--- config.mk ---
export PLATFORM = sky130hd
export DESIGN_NAME = iqalu_queue
export DESIGN_NICKNAME = d
export VERILOG_FILES = /design/src/hdl/iqalu_pkg.sv /design/src/hdl/iqalu_queue.sv
export SDC_FILE = /design/constraint.sdc
export NUM_CORES = 1
export LEC_CHECK = 0
export BUFFER_PORTS_ARGS = -buffer_cell sky130_fd_sc_hd__buf_2
export CAP_MARGIN = 20
export CORE_MARGIN = 2
export CORE_UTILIZATION = 35
export CTS_CLUSTER_DIAMETER = 30
export CTS_CLUSTER_SIZE = 30
export DETAILED_ROUTE_END_ITERATION = 8
export SLEW_MARGIN = 20
export SYNTH_ARGS = -nofsm -noshare
export SYNTH_HDL_FRONTEND = slang
export SYNTH_SLANG_ARGS = --single-unit
--- constraint.sdc ---
create_clock -name clk -period 4.9 [get_ports clk]
set_clock_uncertainty 0.2 [all_clocks]
set_input_delay 0.735 -clock clk [delete_from_list [all_inputs] [get_ports clk]]
set_output_delay 0.735 -clock clk [all_outputs]
set_load 0.05 [all_outputs]
--- src/hdl/iqalu_pkg.sv ---
// Shared types and constants for the integer / binary32 ALU.
// Holds opcodes, status codes, item structs, queue sizing and the back-end state type.
// No dependencies.
package iqalu_pkg;

  typedef enum logic [5:0] {
    OP_ADD = 6'd0, OP_SUB, OP_MUL, OP_DIV, OP_ADDF, OP_SUBF, OP_MULF, OP_DIVF,
    OP_G, OP_GE, OP_L, OP_LE, OP_E, OP_NE, OP_GF, OP_GEF, OP_LF, OP_LEF, OP_EF, OP_NEF,
    OP_AND, OP_OR, OP_NOT, OP_I2I, OP_I2F, OP_I2C, OP_I2B, OP_F2I, OP_F2F, OP_F2C,
    OP_F2B, OP_C2I, OP_C2F, OP_C2C, OP_C2B, OP_B2I, OP_B2F, OP_B2C, OP_B2B
  } opcode_t;

  localparam logic [1:0] ST_OK   = 2'd0;
  localparam logic [1:0] ST_DIV0 = 2'd1;
  localparam logic [1:0] ST_SAT  = 2'd2;

  localparam logic [31:0] QNAN = 32'h7FC0_0000;

  typedef struct packed {
    logic [5:0]  opcode;
    logic [31:0] operand_a;
    logic [31:0] operand_b;
  } in_item_t;

  typedef struct packed {
    logic [31:0] result_word;
    logic [1:0]  status;
  } out_item_t;

  typedef enum logic [2:0] {
    CLS_SIMPLE, CLS_FADD, CLS_FMUL, CLS_FDIV, CLS_I2F, CLS_IDIV
  } op_class_t;

  typedef struct packed {
    op_class_t   cls;
    logic [5:0]  opcode;
    logic [31:0] a;
    logic [31:0] b;
  } work_t;

  typedef enum logic [2:0] {
    BK_IDLE, BK_PRE, BK_FDIV, BK_IDIV, BK_NORM
  } bk_state_t;

  // queue depth, power of two
  localparam int QDEPTH = 2;
  localparam int QPTR_W = $clog2(QDEPTH);
  localparam int QCNT_W = QPTR_W + 1;
  localparam logic [QCNT_W-1:0] QFULL = QCNT_W'(QDEPTH);

endpackage

--- src/hdl/iqalu_queue.sv ---
// Short work queue between the front end and the back end.
// Flop-based FIFO of classified requests. Depends on iqalu_pkg.
module iqalu_queue (
  input  logic             clk,
  input  logic             rst_n,
  input  logic             push,
  input  iqalu_pkg::work_t push_item,
  output logic             full,
  input  logic             pop,
  output logic             valid,
  output iqalu_pkg::work_t head
);
  import iqalu_pkg::*;

  work_t              mem_r [QDEPTH];
  logic [QPTR_W-1:0]  wptr_r, wptr_nxt, rptr_r, rptr_nxt;
  logic [QCNT_W-1:0]  cnt_r, cnt_nxt;
  logic               do_push, do_pop;

  assign full    = (cnt_r == QFULL);
  assign valid   = (cnt_r != '0);
  assign head    = mem_r[rptr_r];
  assign do_push = push & ~full;
  assign do_pop  = pop & valid;

  always_comb begin
    wptr_nxt = do_push ? QPTR_W'(wptr_r + 1'b1) : wptr_r;
    rptr_nxt = do_pop ? QPTR_W'(rptr_r + 1'b1) : rptr_r;
    cnt_nxt  = cnt_r;
    if (do_push & ~do_pop) begin
      cnt_nxt = QCNT_W'(cnt_r + 1'b1);
    end else if (do_pop & ~do_push) begin
      cnt_nxt = QCNT_W'(cnt_r - 1'b1);
    end
  end

  always_ff @(posedge clk) begin
    if (!rst_n) begin
      wptr_r <= '0;
      rptr_r <= '0;
      cnt_r  <= '0;
    end else begin
      wptr_r <= wptr_nxt;
      rptr_r <= rptr_nxt;
      cnt_r  <= cnt_nxt;
    end
  end

  always_ff @(posedge clk) begin
    if (do_push) begin
      mem_r[wptr_r] <= push_item;
    end
  end

endmodule

==> results of run 1 <==
==> placed cells by master (no fill, tap or decap), drive strengths merged <==
cell type  synthesis  routed
or2                1       1
clkinvlp           0       1
o21ai              2       2
clkinv             0       7
inv                2       2
nand2b             1       1
xor2               1       1
clkbuf             0      20
edfxtp           146     146
nor3               1       1
xnor2              2       2
ha                 1       1
or3                1       1
buf                8     153
bufinv             0       3
and3               1       1
dfxtp              5       5
a21boi             2       2
nor2               1       1
o21a               1       1
mux2              73      73
and2               3       3
==> cells by family (layout without fill, tap and decap cells) <==
kind of cell	after synthesis	in the layout	synth area share, %
DFF	151	151	81.5
muxes	73	73	14.9
buffers and inverters	10	186	1.18
and+or+nand+nor	9	9	1.05
AOI/OAI and AO/OA	5	5	0.591
xor gates and xnor gates	3	3	0.478
adders and majority gates	1	1	0.227
==> area by class of cell <==
cell class / instances / area [um2] / share of cell area [%]
clock buffers: 20 / 437 / 6.18
clock inverters: 11 / 133 / 1.88
inverters: 2 / 7.51 / 0.106
multi-input cells: 91 / 962 / 13.6
flip-flops and latches: 151 / 4490 / 63.6
well taps: 211 / 264 / 3.74
repair buffers: 153 / 771 / 10.9
==> sequential cells by signal (all words and copies together), names as in the netlist, named ones only <==
| name | flops |
|---|---|
| rptr_r | 1 |
| cnt_r | 2 |
| wptr_r | 1 |
| mem_r | 146 |
==> report_power, final <==
part	leakage, nW	internal (W)	switching (W)
registers	1.41	0.00163	0.000124
logic	0.935	0.000402	0.000997
clock network	0.276	0.000789	0.000465
==> metal layers <==
layer	GRT usage [%]	share of wire, %	up-vias	wire length [um]
li1	-	-	1317	-
met5	0	0	-	0
met4	6.91	2.4	0	233
met3	4.42	6.7	17	651
met1	13.0	40	1366	3920
met2	20.7	51	102	4950
==> worst paths after layout <==
| check | slack (ns) | startpoint | endpoint |
|---|---|---|---|
| worst min-delay path | 0.31 | push_item[2] | mem_r[0][2]$_DFFE_PP_ |
| worst min register to register | 0.32 | cnt_r[1]$_SDFFE_PN0P_ | cnt_r[1]$_SDFFE_PN0P_ |
| worst max-delay path | 1.86 | register | head[56] |
| worst max register to register | 2.80 | cnt_r[0]$_SDFFE_PN0P_ | mem_r[1][48]$_DFFE_PP_ |
==> critical path, delay by kind of cell, from the launching register on <==
kind | cells | cell delay (ns)
muxes | 1 | 0.45
buffers and inverters | 1 | 0.22
DFF | 1 | 1.00
==> Yosys cell counts, types with 2 or more instances <==
cell,number
and2_1,3
buf_4,7
dfxtp_1,5
edfxtp_1,146
mux2_2,73
xnor2_1,2
==> stage by stage <==
stage	util (%)	instance area (um2)	hold slack [ns]
6_report	46.3	7060	0.309
5_1_grt	46.3	7060	0.286
4_1_cts	46.3	7060	0.285
3_3_place_gp	42.6	6490	0.291
3_5_place_dp	42.6	6490	0.313
2_1_floorplan	-	5500	0.279
==> impl_results.md, run 1 <==
* Boundary Pins at 152
* Total gr overflow at 0
* Resize count post-CTS at 0
* CTS clock-pin slew for the worst setup and hold paths at 0.06 ns
* GPL Wtd Cong at 0.667
* Initial antenna violation count at 0
* Max-slew headroom at 31.2%
* EDFF count, synth at 146
* TNS Setup at 0 ns
* Final WL at 9.75 mm
* Clock Path Buffers at 2
* Library cells used by synthesis at 22
* Critical-path cell list: mux2_2 -> buf_2
* First-pass GRT wire length at 14.8 mm
* Row cnt at 45
* Die Wd at 129 um
* Avg Vias per Cell at 4.38
* First-pass DRT Iterations at 4
* CP max FO at 73
* Clock latency on the worst-skew pair at 0.41 ns
* Mapped Nets at 330
* Final worst setup slack at 1.86 ns
* Setup bufs post-CTS at 0
* Worst EP arrival at 2.11 ns
* Worst Reg-to-Reg Cells at 2
* Period utilization at 62.1%
* Cell total after placement at 608
* Area grow syn2layout at 28.4%
* Worst Tran Pin Value at 1.03 ns
* Crit-path slowest cell: dfxtp_4
* Crit-path max cell delay at 1.00 ns
* Synth top area cells: edfxtp_1, mux2_2, dfxtp_1
* Diode count at 0
* Root Buffer: clkbuf_16
* WHS Path Cells at 1
* DIE AREA at 0.0167 mm2
* Hold crit path type: in2reg
* Nets@finish at 494
* CTS tree: done
* Layout cell share with drive strength beyond 1 at 59.8%
* # hold bufs at CTS at 0
* Post-Place Setup Slack at 2.23 ns
* Via count at 2802
* P per Cell Area at 624 mW/mm2
* Critical Path RT at 3.96 ns
* H-tree lvl count at 4
* Die Y at 129 um
* Status: finished, final reports clean
* # fillers at 1350
* Post-Syn Area at 0.00550 mm2
* Fin crit period at 3.04 ns
* Starting density of the core at 36.0%
* Final Hold Fails at 0
* Area leader, netlist: edfxtp_1
* Core Footprint at 0.0153 mm2
* Finished Layout Cells at 639
* Unrepaired setup endpoints after global routing: no
* Mean Syn Cell Area at 21.8 um2
* Iteration-0 DRC Markers at 118
* Register area share after synthesis at 81.5%
* Max-cap violations at 0
* Dpl hpwl at 6.11 mm
* Yosys reg bits at 151
* Post-synth ARST share at 0%
* GRT Util Overall at 12.1%
* Setup crit start kind: register
* Ys flop type: edfxtp_1
* DRC viols at 0
* Port Buf Inserts at 151
* CP endpoint kind: output pin
* WL/cell at 15.3 um
* Top cell type's share of synthesized area at 79.7%
* ANT nets after route at 0
* Final Max Tran Viols at 0
* Yosys warnings at 0
* CP Class: reg2out
* Fmax achieved at 0.329 GHz
* Pin count of the biggest net entering global routing at 74
* Final Setup Violations at 0
* Synth Instances at 252
* Vias in the first global route at 3006
* CTS Sinks at 151
* Power after layout at 0.00440 W
* VDD IR-drop max at 0.348 mV
* Leakage at 2.62 nW
* Num CTS Buffers at 17
(Power assumes the default switching activity.)
==> run 2, diff against run 1 <==
Clock period 4.9 ns to 2.9 ns, I/O delays scaled along.
==> run 2 against run 1 <==
Sequential power increased by 65%; wire length increased by 6.7%; highest routed layer unchanged; core utilization increased by 3.8 points; critical path depth increased by 1; total power increased by 73%; first-iteration DRC count decreased by 26%; setup slack got worse by 1.5 ns; die area unchanged; sequential share of layout area decreased by 4.8 points; cell count increased by 8.3%.
==> impl_results.md, run 2 (synthesized netlist as in run 1, its figures left out) <==
* Status: finished, final reports clean
* First-pass DRT Iterations at 5 (+1)
* Worst Tran Pin Value at 0.530 ns (-0.502 ns)
* P per Cell Area at 1000 mW/mm2 (+60%)
* CTS clock-pin slew for the worst setup and hold paths at 0.06 ns (about the same)
* Met2 wire length at 5.18 mm (+4.7%)
* DIE AREA at 0.0167 mm2 (unchanged)
* VDD IR-drop max at 0.877 mV (+150%)
* # fillers at 1294 (-4.1%)
* Fmax achieved at 0.388 GHz
* Internal Power at 0.00492 W (+75%)
* ANT nets after route at 0 (unchanged)
* Critical Path RT at 2.27 ns (-1.69 ns)
* Unrepaired setup endpoints after global routing: no
* Max-cap violations at 0 (unchanged)
* Resize count post-CTS at 0 (unchanged)
* DRC viols at 0 (unchanged)
* Final Setup Violations at 0 (unchanged)
* GRT Util Overall at 12.9% (+0.76 points)
* Top Metal Used: met4
* CP Class: reg2out
* Pin count of the biggest net entering global routing at 40 (-46%)
* Final Hold Fails at 0 (unchanged)
* Layout cell share with drive strength beyond 1 at 54.3% (-5.6 points)
* Max FFs per register at 146 (unchanged)
* Die Wd at 129 um (unchanged)
* Register area at 0.00449 mm2 (about the same)
* First-pass GRT wire length at 15.8 mm (+6.8%)
* H-tree lvl count at 4 (unchanged)
* Finished Layout Cells at 692 (+8.3%)
* Reg with most FFs: mem_r
* Leakage at 2.86 nW (+9.2%)
* Core Footprint at 0.0153 mm2 (unchanged)
* Clock power frac at 28.9% (+0.4 points)
* Worst EP arrival at 1.94 ns (-0.17 ns)
* Nets@finish at 546 (+11%)
* Fin Hold WS at 0.0233 ns (-0.285 ns)
* Iteration-0 DRC Markers at 87 (-26%)
* Final Util at 50.0% (+3.8 points)
* Dpl hpwl at 6.64 mm (+8.7%)
* CTS Sinks at 151 (unchanged)
* Hold crit path type: in2reg
* Period utilization at 88.8%
* Final Max Tran Viols at 0 (unchanged)
* CTS tree: done
* Final WL at 10.4 mm (+6.7%)
* P_sw at 0.00271 W (+71%)
* Combinational share of power at 33.3% (+1.5 points)
* Clock latency on the worst-skew pair at 0.41 ns (about the same)
* Met3 wire len at 758 um (+16%)
* CP endpoint kind: output pin
* Setup crit start kind: register
* Vias in the first global route at 3185 (+6.0%)
* Diode count at 0 (unchanged)
* Max-slew headroom at 64.7% (+33 points)
* Via count at 3049 (+8.8%)
* Net Sw Frac at 35.5% (-0.55 points)
* Top delay family on crit path: flip-flops
* Crit-path slowest cell: dfxtp_4
* CP Buf/Inv Count at 2 (+1)
* Area grow syn2layout at 38.8%
* Fin crit period at 2.58 ns
* CP max FO at 29 (-60%)
* Sequential fraction of design power at 37.8% (-2.0 points)
* Boundary Pins at 152 (unchanged)
* GPL Wtd Cong at 0.684 (+2.5%)
* Clock Path Buffers at 2 (unchanged)
* Num CTS Buffers at 17 (unchanged)
* Multi-input gate area at 970 um2 (+0.78%)
* Avg Vias per Cell at 4.41 (+0.48%)
* Commonest non-fill, non-tap cell in the layout: buf_2
* Row cnt at 45 (unchanged)
* Most frequent cells in the layout: buf_2, edfxtp_1, mux2_2, dlygate4sd3_1, clkbuf_16
* Port Buf Inserts at 151 (unchanged)
* Starting density of the core at 36.0% (unchanged)
* Crit-path max cell delay at 0.62 ns (-0.38 ns)
* Biggest regs: mem_r: 146 flops, cnt_r: 2 flops
* Total gr overflow at 0 (unchanged)
* Initial antenna violation count at 0 (unchanged)
* Root Buffer: clkbuf_16
* M1 WL at 4.32 mm (+10%)
* WL/cell at 15.0 um (-1.5%)
* Critical-path cell list: buf_4 -> mux2_2 -> buf_2
* Die Y at 129 um (unchanged)
* Cell total after placement at 612 (+0.66%)
## run 2: path summary, 6_finish.rpt
| check | from | to | slack, ns | cells after the start |
|---|---|---|---|---|
| worst min-delay path | push_item[22] | mem_r[0][22]$_DFFE_PP_ | 0.02 | 1 |
| worst max register to register | cnt_r[0]$_SDFFE_PN0P_ | mem_r[1][58]$_DFFE_PP_ | 1.08 | 3 |
| worst max-delay path | register | head[29] | 0.32 | 3 |
| worst min register to register | cnt_r[1]$_SDFFE_PN0P_ | cnt_r[1]$_SDFFE_PN0P_ | 0.35 | 2 |
## run 2: metrics by stage
| step | TNS (ns) | worst slack (ns) | area [um2] | power (W) |
|---|---|---|---|---|
| final | 0 | 0.324 | 7630 | 0.00763 |
| after global placement | 0 | 0.773 | 6560 | 0.00542 |
| after detailed placement | 0 | 0.723 | 6560 | 0.00545 |
| after floorplan | -7.19 | -0.0984 | 5520 | 0.00490 |
| after CTS | 0 | 0.265 | 7550 | 0.00772 |
| after global routing | 0 | 0.216 | 7630 | 0.00797 |
## run 2: power by group through the flow
| stage | logic, W | clock network [W] | registers, W |
|---|---|---|---|
| floorplan | 0.00205 | 0 | 0.00285 |
| global placement | 0.00250 | 0 | 0.00292 |
| detailed placement | 0.00252 | 0 | 0.00293 |
| CTS | 0.00257 | 0.00226 | 0.00289 |
| global route | 0.00268 | 0.00237 | 0.00292 |
| finish | 0.00254 | 0.00221 | 0.00288 |
## run 2: layout make-up
class / instances / area share (%)
timing repair buffer: 205 / 17.1
tap: 211 / 3.46
inverter: 2 / 0.164
sequential: 151 / 58.8
multi-input combinational: 91 / 12.7
clock inverter: 13 / 2.10
clock buffer: 19 / 5.67
## run 2: worst reg2reg max path, stage by stage, from the launching register on
cell      delay, ns
dfxtp_2        0.37
nand2b_4       0.17
and3_4         0.33
buf_4          0.40
## run 2: what timing repair did
action | 4_1_cts | 5_1_grt
hold buffers | 40 | 8
endpoints found under the hold margin | 79 | 14
buffers inserted | 0 | 0
## run 2: metal layers
layer	up-vias	track usage (%)
met5	-	0
met2	105	21.7
met1	1498	14.5
li1	1433	-
met4	0	5.56
met3	13	5.16
