<file path="config.mk">
export PLATFORM = sky130hd
export DESIGN_NAME = iqalu_front
export DESIGN_NICKNAME = d
export VERILOG_FILES = /design/src/hdl/iqalu_pkg.sv /design/src/hdl/iqalu_front.sv
export SDC_FILE = /design/constraint.sdc
export NUM_CORES = 1
export LEC_CHECK = 0
export BUFFER_PORTS_ARGS = -buffer_cell sky130_fd_sc_hd__buf_2
export CAP_MARGIN = 30
export CORE_ASPECT_RATIO = 1.1
export CORE_MARGIN = 2
export CORE_UTILIZATION = 44
export DETAILED_ROUTE_END_ITERATION = 8
export GPL_ROUTABILITY_DRIVEN = 0
export HOLD_SLACK_MARGIN = 0.1
export PLACE_DENSITY = 0.81
export SLEW_MARGIN = 20
export SYNTH_ARGS = -nofsm -noshare
export SYNTH_HDL_FRONTEND = slang
export SYNTH_SLANG_ARGS = --single-unit
</file>
<file path="constraint.sdc">
create_clock -name clk -period 7.4 [get_ports clk]
set_input_delay 0.74 -clock clk [delete_from_list [all_inputs] [get_ports clk]]
set_output_delay 0.74 -clock clk [all_outputs]
set_load 0.01 [all_outputs]
</file>
<file path="src/hdl/iqalu_pkg.sv">
// Shared types and constants for the integer / binary32 ALU.
// Holds opcodes, status codes, item structs, queue sizing and the back-end state type.
// No dependencies.
package iqalu_pkg;

  typedef enum logic [5:0] {
    OP_ADD = 6'd0, OP_SUB, OP_MUL, OP_DIV, OP_ADDF, OP_SUBF, OP_MULF, OP_DIVF,
    OP_G, OP_GE, OP_L, OP_LE, OP_E, OP_NE, OP_GF, OP_GEF, OP_LF, OP_LEF, OP_EF, OP_NEF,
    OP_AND, OP_OR, OP_NOT, OP_I2I, OP_I2F, OP_I2C, OP_I2B, OP_F2I, OP_F2F, OP_F2C,
    OP_F2B, OP_C2I, OP_C2F, OP_C2C, OP_C2B, OP_B2I, OP_B2F, OP_B2C, OP_B2B
  } opcode_t;

  localparam logic [1:0] ST_OK   = 2'd0;
  localparam logic [1:0] ST_DIV0 = 2'd1;
  localparam logic [1:0] ST_SAT  = 2'd2;

  localparam logic [31:0] QNAN = 32'h7FC0_0000;

  typedef struct packed {
    logic [5:0]  opcode;
    logic [31:0] operand_a;
    logic [31:0] operand_b;
  } in_item_t;

  typedef struct packed {
    logic [31:0] result_word;
    logic [1:0]  status;
  } out_item_t;

  typedef enum logic [2:0] {
    CLS_SIMPLE, CLS_FADD, CLS_FMUL, CLS_FDIV, CLS_I2F, CLS_IDIV
  } op_class_t;

  typedef struct packed {
    op_class_t   cls;
    logic [5:0]  opcode;
    logic [31:0] a;
    logic [31:0] b;
  } work_t;

  typedef enum logic [2:0] {
    BK_IDLE, BK_PRE, BK_FDIV, BK_IDIV, BK_NORM
  } bk_state_t;

  // queue depth, power of two
  localparam int QDEPTH = 2;
  localparam int QPTR_W = $clog2(QDEPTH);
  localparam int QCNT_W = QPTR_W + 1;
  localparam logic [QCNT_W-1:0] QFULL = QCNT_W'(QDEPTH);

endpackage

</file>
<file path="src/hdl/iqalu_front.sv">
// Front end: input register that accepts requests and classifies them by opcode.
// Feeds the work queue. Depends on iqalu_pkg.
module iqalu_front (
  input  logic                clk,
  input  logic                rst_n,
  input  logic                in_push,
  output logic                in_full,
  input  iqalu_pkg::in_item_t in_item,
  input  logic                q_full,
  output logic                q_push,
  output iqalu_pkg::work_t    q_item
);
  import iqalu_pkg::*;

  logic      valid_r, valid_nxt;
  work_t     item_r, item_nxt;
  op_class_t cls;
  logic      accept;

  always_comb begin
    unique case (opcode_t'(in_item.opcode)) inside
      OP_ADDF, OP_SUBF:         cls = CLS_FADD;
      OP_MULF:                  cls = CLS_FMUL;
      OP_DIVF:                  cls = CLS_FDIV;
      OP_DIV:                   cls = CLS_IDIV;
      OP_I2F, OP_C2F, OP_B2F:   cls = CLS_I2F;
      default:                  cls = CLS_SIMPLE;
    endcase
  end

  assign in_full = valid_r & q_full;
  assign accept  = in_push & ~in_full;
  assign q_push  = valid_r & ~q_full;
  assign q_item  = item_r;

  always_comb begin
    valid_nxt = accept | (valid_r & q_full);
    item_nxt  = item_r;
    if (accept) begin
      item_nxt = '{cls: cls, opcode: in_item.opcode, a: in_item.operand_a,
                   b: in_item.operand_b};
    end
  end

  always_ff @(posedge clk) begin
    if (!rst_n) begin
      valid_r <= 1'b0;
    end else begin
      valid_r <= valid_nxt;
    end
  end

  always_ff @(posedge clk) begin
    item_r <= item_nxt;
  end

endmodule

</file>
==> summary.txt, run 1 <==
Outcome
  – Status: finished, final reports clean

STA
  – Fmax: 515 MHz
  – Endpoints failing setup: 0
  – Final hold viol count: 0
  – Min Clock Period, post-route: 1.94 ns
  – Slew headroom: 41.6%
  – Slew @ Worst Pin: 0.876 ns
  – Slew Limit Fails: 0
  – Worst clock skew: 0.00375 ns
  – Fin crit share: 26.2%
  – Unrepaired setup endpoints after global routing: false
  – Setup TNS: 0 ns

Logic synthesis
  – YS warnings: 0
  – Yosys top cell by area: edfxtp_1
  – Post-Syn Instances: 89
  – Sequential fraction of the synthesis area: 95.6%
  – Fraction of registers with async set/reset: 0%
  – Post-Synthesis Net Count: 163
  – Commonest cells post-synth: edfxtp_1 (73), nor2b_1 (2), nor4_1 (2)
  – Synth cell types: 15
  – Synth Register Bits: 74
  – Mean post-synth cell area: 26.0 um2
  – Post-synth top flop: edfxtp_1
  – Mapped cell area: 2310 um2
  – Top post-synthesis cells by area: edfxtp_1 (95%), dfxtp_1 (0.87%), a22oi_2 (0.54%)
  – Post-synth EDFFs: 73
  – Most numerous cell in the Yosys netlist: edfxtp_1
  – Synth top area share: 94.8%

Floorplan
  – Boundary Pins: 149
  – Die H: 80.1 um
  – Rows: 27
  – Initial Utilization: 46.0%
  – Std-Cell Core Area: 5030 um2
  – Die Width: 73.1 um
  – Die area: 5850 um2

Global route
  – Initial antenna violation count: 2
  – All-Layer GR Usage: 16.8%
  – First-pass GRT wire length: 6.78 mm
  – GR peak layer: met2
  – Largest net degree at the start of global routing: 74
  – Vias in the first global route: 1418
  – Grt total ovfl: 0
  – Met1 Resource Use GR: 16.2%
  – Met3 Usage GRT: 10.3%
  – Met2 usage: 25.9%

Cells and area
  – Layout filler cell count: 358
  – Synth-to-Final Area Change: 46.9%
  – Nets@finish: 323
  – Layout cell share with drive strength beyond 1: 66.1%
  – Post-Layout Cell Count: 312
  – # diodes: 0

Clock network
  – Hold Buf Count CTS: 0
  – Clock buffer depth: 2
  – Clock sinks: 74
  – Clock latency at the later pin of the worst-skew pair: 0.33 ns
  – PostCTS Resize Cnt: 0
  – CTS Buf Count: 9
  – Root buffer cell: clkbuf_8
  – Clock Pin Slew Worst Setup and Hold Paths: 0.07 ns
  – Post-CTS setup buffers: 0
  – CTS tree: yes
  – H-tree levels: 3

Critical path
  – Required @ worst endpoint: 6.66 ns
  – Critical path's most frequent cell: buf_2
  – Worst Setup End Kind: output port
  – Critical Path AT: 1.20 ns
  – Crit path max fanout: 3
  – Slowest stage cell, crit path: and2_1
  – Worst setup SP type: primary input
  – Critical path class: in -> out
  – Crit-path cells: buf_2 -> and2_1 -> buf_2
  – Critical path's largest stage delay: 0.21 ns

Job
  – Maxcap violations: 0

Placement
  – Port buffer count: 148
  – DP HPWL: 3.47 mm
  – Inst Count DP: 296

Drt
  – Final wirelength: 4.70 mm
  – DRC Markers: 0
  – First-pass DRT Iterations: 4
  – Routed len/inst: 15.1 um
  – Routed vias/inst: 4.65
  – DRT iter0 DRCs: 61
  – ANT nets after route: 0
  – Vias: 1450

Min path
  – Worst min path class: in -> reg

Pwr
  – PwrDens: 281 nW/um2
  – VDD IR-drop max: 0.200 mV
  – Static Leak: 0.00147 uW
-- state kept, by name (all words and copies together), names as in the netlist --
register and count:
q_item 73, valid_r 1
-- final cells by class --
class | instances | area (um2) | share of cell area (%)
multi-input cells | 14 | 105 | 3.09
clock buffers | 10 | 128 | 3.76
repair buffers | 149 | 748 | 22.0
flip-flops and latches | 74 | 2210 | 65.1
well taps | 58 | 72.6 | 2.14
clock inverters | 6 | 129 | 3.79
inverters | 1 | 3.75 | 0.110
-- critical path, delay by kind of cell --
| kind | cells | cell delay (ns) |
|---|---|---|
| buf+inv | 2 | 0.25 |
| simple gates | 1 | 0.21 |
-- logic make-up (layout without fill, tap and decap cells) --
logic type             Yosys count  count (layout)  share of synthesized area [%]
AO/OA/AOI/OAI                    4               4                           1.62
AND/OR/NAND/NOR                 10              10                           2.60
flip-flops                      74              74                           95.6
buffers and inverters            1             166                          0.162
-- report_power, final --
group,total (uW),switching (uW),internal [uW]
combinational,69.9,39.0,30.9
clock,391,135,256
sequential,495,5.28,490
-- layout by cell type (no fill, tap or decap), types with 2 or more instances in the layout --
master and n:
bufinv_16 4, clkbuf_8 9, edfxtp_1 73, nor4_1 2
buf_2 148
-- worst paths after layout --
check / slack (ns) / start / cells past startpoint / end
setup / recovery: 5.46 / q_full / 3 / in_full
hold / removal: 0.58 / in_item[27] / 1 / q_item[27]$_DFFE_PP_
setup reg to reg: 5.71 / valid_r$_SDFF_PN0_ / 3 / q_item[26]$_DFFE_PP_
hold reg to reg: 0.70 / valid_r$_SDFF_PN0_ / 2 / valid_r$_SDFF_PN0_
-- layer usage --
layer	wire length, um	part of all wire [%]
met5	14	0.30
met2	2370	50
met3	686	15
met4	116	2.5
met1	1520	32
-- per-stage QoR --
step | setup slack, ns | area (um2) | power (uW) | hold WS, ns | util (%)
after global placement | 5.18 | 3140 | 573 | 0.644 | 62.4
after global routing | 5.41 | 3400 | 992 | 0.555 | 67.5
after CTS | 5.46 | 3400 | 969 | 0.552 | 67.5
after floorplan | 2.69 | 2310 | 531 | 0.631 | -
final | 5.46 | 3400 | 956 | 0.576 | 67.5
after detailed placement | 5.14 | 3140 | 576 | 0.695 | 62.4
Power figures use the tool's default switching activity.
==> run 2: changes to the inputs <==
Settings changed: CORE_UTILIZATION 44 to 41, PLACE_DENSITY 0.81 to 0.76.
Clock period 7.4 ns to 1.9 ns, I/O delays scaled along.
==> run 2 against run 1 <==
Against the previous run: register-to-register slack got worse by 5.1 ns; cell area rose by 19%; worst hold slack got worse by 0.060 ns; wire length rose by 35%; combinational power rose to 5.8 times the previous value; count of clock-buffer cells in the layout rose by 1; cell count rose by 28%; first-iteration DRC count fell by 9.8%; core utilization rose by 7.1 points; clock skew rose by 0.0059 ns; power rose to 3.5 times the previous value; critical path type is now reg -> reg; largest cell class unchanged; highest routed layer is now met4.
==> summary.txt, run 2 (same netlist as run 1, synthesis figures left out) <==
Outcome
  – Status: finished, final reports clean

Placement
  – Port buffer count: 148
  – Placed instance area: 3180 um2
  – DP HPWL: 3.36 mm
  – Inst Count DP: 313

Critical path
  – Crit-path cells: and2_4 -> nor2b_4 -> buf_12
  – FF-to-FF path depth: 3
  – Reg2reg start: valid_r$_SDFF_PN0_
  – R2R Path End: q_item[57]$_DFFE_PP_
  – Crit path max fanout: 73
  – Critical path's largest stage delay: 0.34 ns
  – Worst setup SP type: register
  – Critical path depth: 3
  – CP Launch Point: valid_r$_SDFF_PN0_
  – Crit path capture: q_item[57]$_DFFE_PP_
  – Top delay family on crit path: buffers and inverters
  – Critical path class: reg -> reg
  – Worst path bufs/invs: 1
  – Slowest stage cell, crit path: buf_12
  – Flop2flop setup slack: 0.57 ns
  – Worst Setup End Kind: register
  – Required @ worst endpoint: 1.90 ns
  – Critical Path AT: 1.32 ns

Clock network
  – Clock latency at the later pin of the worst-skew pair: 0.34 ns
  – CTS tree: yes
  – CTS Buf Count: 9
  – H-tree levels: 3
  – Clock Pin Slew Worst Setup and Hold Paths: 0.07 ns
  – Clock sinks: 74
  – Clock buffer depth: 2
  – Root buffer cell: clkbuf_8

Cells and area
  – Nets@finish: 395
  – # diodes: 0
  – Max reg flops: 73
  – Synth-to-Final Area Change: 75.1%
  – Most frequent cells in the layout: buf_2 (148), edfxtp_1 (73), dlygate4sd3_1 (72), clkbuf_8 (9)
  – Final instance area: 4050 um2
  – Layout cell share with drive strength beyond 1: 51.1%
  – Post-Layout Cell Count: 400
  – Layout filler cell count: 316
  – Commonest non-fill, non-tap cell in the layout: buf_2

Drt
  – Vias: 1756
  – Routed len/inst: 15.9 um
  – Final wirelength: 6.36 mm
  – Routed vias/inst: 4.39
  – ANT nets after route: 0
  – DRC Markers: 0
  – DRT iter0 DRCs: 55
  – First-pass DRT Iterations: 4

Floorplan
  – Std-Cell Core Area: 5430 um2
  – Die area: 6260 um2
  – Die Width: 75.6 um
  – Initial Utilization: 42.6%
  – Boundary Pins: 149
  – Die H: 82.8 um
  – Rows: 28

Pwr
  – Static Leak: 0.00173 uW
  – P_sw: 720 uW
  – PwrDens: 816 nW/um2
  – VDD IR-drop max: 0.640 mV
  – Clock power frac: 29.3%
  – Sequential power share: 58.4%
  – Logic pwr share: 12.3%
  – Internal power: 2590 uW
  – Switching share of power: 21.8%

Global route
  – Initial antenna violation count: 0
  – Vias in the first global route: 1894
  – First-pass GRT wire length: 8.84 mm
  – Largest net degree at the start of global routing: 74
  – All-Layer GR Usage: 20.7%
  – Grt total ovfl: 0

STA
  – Fmax: 752 MHz
  – Slew Limit Fails: 0
  – Worst clock skew: 0.00969 ns
  – Min Clock Period, post-route: 1.33 ns
  – Fin crit share: 70.0%
  – Slew @ Worst Pin: 0.368 ns
  – Final hold viol count: 0
  – Endpoints failing setup: 0
  – Setup TNS: 0 ns
  – Unrepaired setup endpoints after global routing: false
  – Slew headroom: 75.5%

Job
  – Maxcap violations: 0

Min path
  – Worst min path class: in -> reg
[run 2: stage by stage]
step | hold slack (ns) | power (uW) | utilization (%) | setup slack, ns
4_1_cts | 0.503 | 3320 | 74.6 | 0.614
3_3_place_gp | 0.366 | 2240 | 58.5 | 0.638
3_5_place_dp | 0.368 | 2240 | 58.5 | 0.602
5_1_grt | 0.526 | 3420 | 74.6 | 0.523
6_report | 0.517 | 3310 | 74.6 | 0.571
2_1_floorplan | 0.289 | 2060 | - | -0.0511
[run 2: cell type report]
class / instances / area (um2) / area share [%]
clock buffer: 11 / 131 / 3.24
clock inverter: 4 / 20.0 / 0.494
inverter: 1 / 3.75 / 0.0927
multi-input combinational: 14 / 108 / 2.66
sequential: 74 / 2210 / 54.6
tap: 75 / 93.8 / 2.32
timing repair buffer: 221 / 1480 / 36.6
[run 2: how the worst min path moves through the flow]
stage                     start                    to  cells after the start
finish                  in_push  q_item[51]$_DFFE_PP_                      3
global route            in_push  q_item[65]$_DFFE_PP_                      3
floorplan            in_item[0]   q_item[0]$_DFFE_PP_                      0
detailed placement  in_item[27]  q_item[27]$_DFFE_PP_                      1
global placement    in_item[47]  q_item[47]$_DFFE_PP_                      1
CTS                     in_push  q_item[65]$_DFFE_PP_                      3
[run 2: routing by layer]
metal	routed length, um	track usage, %
met5	0	0
met4	121	10.9
met3	795	11.1
met2	3300	35.4
met1	2140	19.9
[run 2: worst reg2reg max path, delay by kind of cell (launching register included)]
kind,cells,cell delay (ns)
buffers and inverters,1,0.34
DFF,1,0.32
and+or+nand+nor,2,0.30
[run 2: power by group through the flow]
stage	Clock, uW	Combinational, uW	Sequential [uW]
after floorplan	0	43.4	2020
after global placement	0	276	1960
after detailed placement	0	282	1960
after CTS	992	396	1930
after global routing	1050	439	1940
final	967	406	1930
[run 2: repair_timing]
action	CTS	global route
setup endpoints to repair	0	0
resized for setup	0	0
endpoints found under the hold margin	71	0
hold buffers	72	0
setup buffers	0	0
==> run 3: changes to the inputs <==
Settings changed: ABC_AREA set to 1, CORE_UTILIZATION 41 to 42, PLACE_DENSITY 0.76 to 0.77.
Clock period 1.9 ns to 1.4 ns, I/O delays scaled along.
==> run 3 against run 2 <==
Against the previous run: register-to-register slack got worse by 0.33 ns; via count increased by 2.2%; global-route usage decreased by 0.19 points; sequential cell count unchanged; sequential share of layout area decreased by 0.72 points; critical endpoint is now valid_r$_SDFF_PN0_.
==> summary.txt, run 3 <==
Drt
  – Routed len/inst: 15.2 um
  – DRT iter0 DRCs: 100
  – ANT nets after route: 0
  – Vias: 1794
  – Routed vias/inst: 4.30
  – DRC Markers: 0
  – First-pass DRT Iterations: 4
  – Final wirelength: 6.34 mm

Logic synthesis
  – Post-synth top flop: edfxtp_1
  – Sequential fraction of the synthesis area: 94.2%
  – Synth cell types: 14
  – Post-Synthesis Net Count: 178
  – Post-Syn Instances: 104
  – Fraction of registers with async set/reset: 0%
  – Synth Register Bits: 74
  – Top post-synthesis cells by area: edfxtp_1 (93%), nor2_1 (1.1%), inv_1 (0.96%)
  – Mapped cell area: 2350 um2
  – Mean post-synth cell area: 22.6 um2
  – Commonest cells post-synth: edfxtp_1 (73), nor2_1 (7), inv_1 (6), nand2_1 (6)
  – Most numerous cell in the Yosys netlist: edfxtp_1
  – YS warnings: 0
  – Synth top area share: 93.4%
  – Post-synth EDFFs: 73
  – Yosys top cell by area: edfxtp_1

Min path
  – Worst min path class: in -> reg

Pwr
  – VDD IR-drop max: 0.800 mV
  – PwrDens: 1090 nW/um2
  – Static Leak: 0.00180 uW
  – Total power: 4490 uW

Cells and area
  – Max reg flops: 73
  – Commonest non-fill, non-tap cell in the layout: buf_2
  – Post-Layout Cell Count: 417
  – # diodes: 0
  – Layout filler cell count: 370
  – Layout cell share with drive strength beyond 1: 50.0%
  – Most frequent cells in the layout: buf_2 (148), edfxtp_1 (73), dlygate4sd3_1 (72), clkbuf_8 (9), nor2_1 (6)
  – Nets@finish: 411
  – Synth-to-Final Area Change: 74.9%

Critical path
  – Crit-path cells: dlygate4sd3_1 -> buf_2 -> a21boi_0 -> dlygate4sd3_1
  – Required @ worst endpoint: 1.61 ns
  – Critical path's most frequent cell: dlygate4sd3_1
  – Top delay family on crit path: buffers and inverters
  – Worst Setup End Kind: register
  – Critical path class: in -> reg
  – Slowest stage cell, crit path: dlygate4sd3_1
  – Worst path bufs/invs: 3
  – Flop2flop setup slack: 0.24 ns
  – Critical path's largest stage delay: 0.55 ns
  – Worst setup SP type: primary input
  – Crit path max fanout: 1
  – Critical Path AT: 1.44 ns

STA
  – Final hold viol count: 0
  – Endpoints failing setup: 0
  – Unrepaired setup endpoints after global routing: false
  – Slew headroom: 86.9%
  – Min Clock Period, post-route: 1.23 ns
  – Fin crit share: 88.0%
  – Fmax: 812 MHz
  – Slew Limit Fails: 0
  – Worst clock skew: 0.00559 ns
  – Slew @ Worst Pin: 0.196 ns

Floorplan
  – Die Width: 75.3 um
  – Die area: 6200 um2
  – Die H: 82.4 um
  – Std-Cell Core Area: 5400 um2
  – Rows: 28
  – Initial Utilization: 43.5%
  – Boundary Pins: 149

Global route
  – First-pass GRT wire length: 8.82 mm
  – Vias in the first global route: 1888
  – Grt total ovfl: 0
  – Largest net degree at the start of global routing: 39
  – Initial antenna violation count: 0
  – All-Layer GR Usage: 20.6%

Clock network
  – Clock Pin Slew Worst Setup and Hold Paths: 0.07 ns
  – PostCTS Resize Cnt: 0
  – CTS Buf Count: 9
  – Clock latency at the later pin of the worst-skew pair: 0.33 ns
  – Clock sinks: 74
  – H-tree levels: 3
  – Clock buffer depth: 2
  – CTS tree: yes
  – Root buffer cell: clkbuf_8

Job
  – Maxcap violations: 0

Placement
  – Port buffer count: 148
  – DP HPWL: 3.82 mm
  – Inst Count DP: 329

Outcome
  – Status: finished, final reports clean
-- run 3: cell types whose count changed in the layout (fill, tap and decap cells not counted), sizes merged, moves of 3 or more --
| cell | before | now |
|---|---|---|
| inv | 1 | 8 |
| nand2 | 1 | 8 |
| clkinv | 3 | 6 |
| nor2 | 2 | 8 |
-- run 3: final timing paths --
| check | start | to | depth (start not counted) |
|---|---|---|---|
| hold / removal | in_push | q_item[30]$_DFFE_PP_ | 4 |
| setup reg to reg | valid_r$_SDFF_PN0_ | q_item[12]$_DFFE_PP_ | 4 |
| setup / recovery | rst_n | valid_r$_SDFF_PN0_ | 4 |
| hold reg to reg | valid_r$_SDFF_PN0_ | q_item[30]$_DFFE_PP_ | 4 |
-- run 3: power by group --
group / internal [uW] / switching (uW)
logic: 307 / 257
registers: 2590 / 31.0
clock network: 620 / 687
-- run 3: logic make-up (layout without fill, tap and decap cells) --
logic type      count (synthesis)  in the layout  synth area share (%)
compound gates                  2              2                 0.533
simple gates                   19             19                  3.73
flops                          74             74                  94.2
buf+inv                         9            247                  1.49
-- run 3: area by class of cell --
class / instances / area [um2] / area share [%]
timing repair buffer: 222 / 1500 / 36.6
sequential: 74 / 2210 / 53.9
clock buffer: 11 / 131 / 3.20
tap: 75 / 93.8 / 2.29
multi-input combinational: 21 / 110 / 2.68
clock inverter: 5 / 21.3 / 0.518
inverter: 9 / 35.0 / 0.853
-- run 3: repair_timing --
action                                 in CTS  in global routing
hold buffers                               72                  0
setup buffers                               0                  0
endpoints found under the hold margin      71                  0
-- run 3: tightest hold or removal path, cell delays in order --
cell and delay (ns):
buf_2 0.10, inv_1 0.09, nor2_4 0.06, buf_12 0.16
-- run 3: through the flow --
stage	utilization (%)	TNS, ns	setup WS (ns)	area, um2	hold WS [ns]
final	76.1	0	0.168	4110	0.415
after global routing	76.1	0	0.143	4110	0.431
after CTS	76.1	0	0.185	4110	0.404
after detailed placement	59.9	0	0.262	3230	0.318
after global placement	59.9	0	0.276	3230	0.317
after floorplan	-	-38.92	-0.533	2360	0.239
-- run 3: routing by layer --
| layer | GRT usage, % | share of wire (%) | vias to the layer above |
|---|---|---|---|
| met3 | 5.46 | 4.7 | 24 |
| met5 | 0 | 0 | - |
| met2 | 39.1 | 60 | 76 |
| met4 | 14.2 | 4.4 | 0 |
| met1 | 18.0 | 30 | 841 |
| li1 | - | - | 853 |
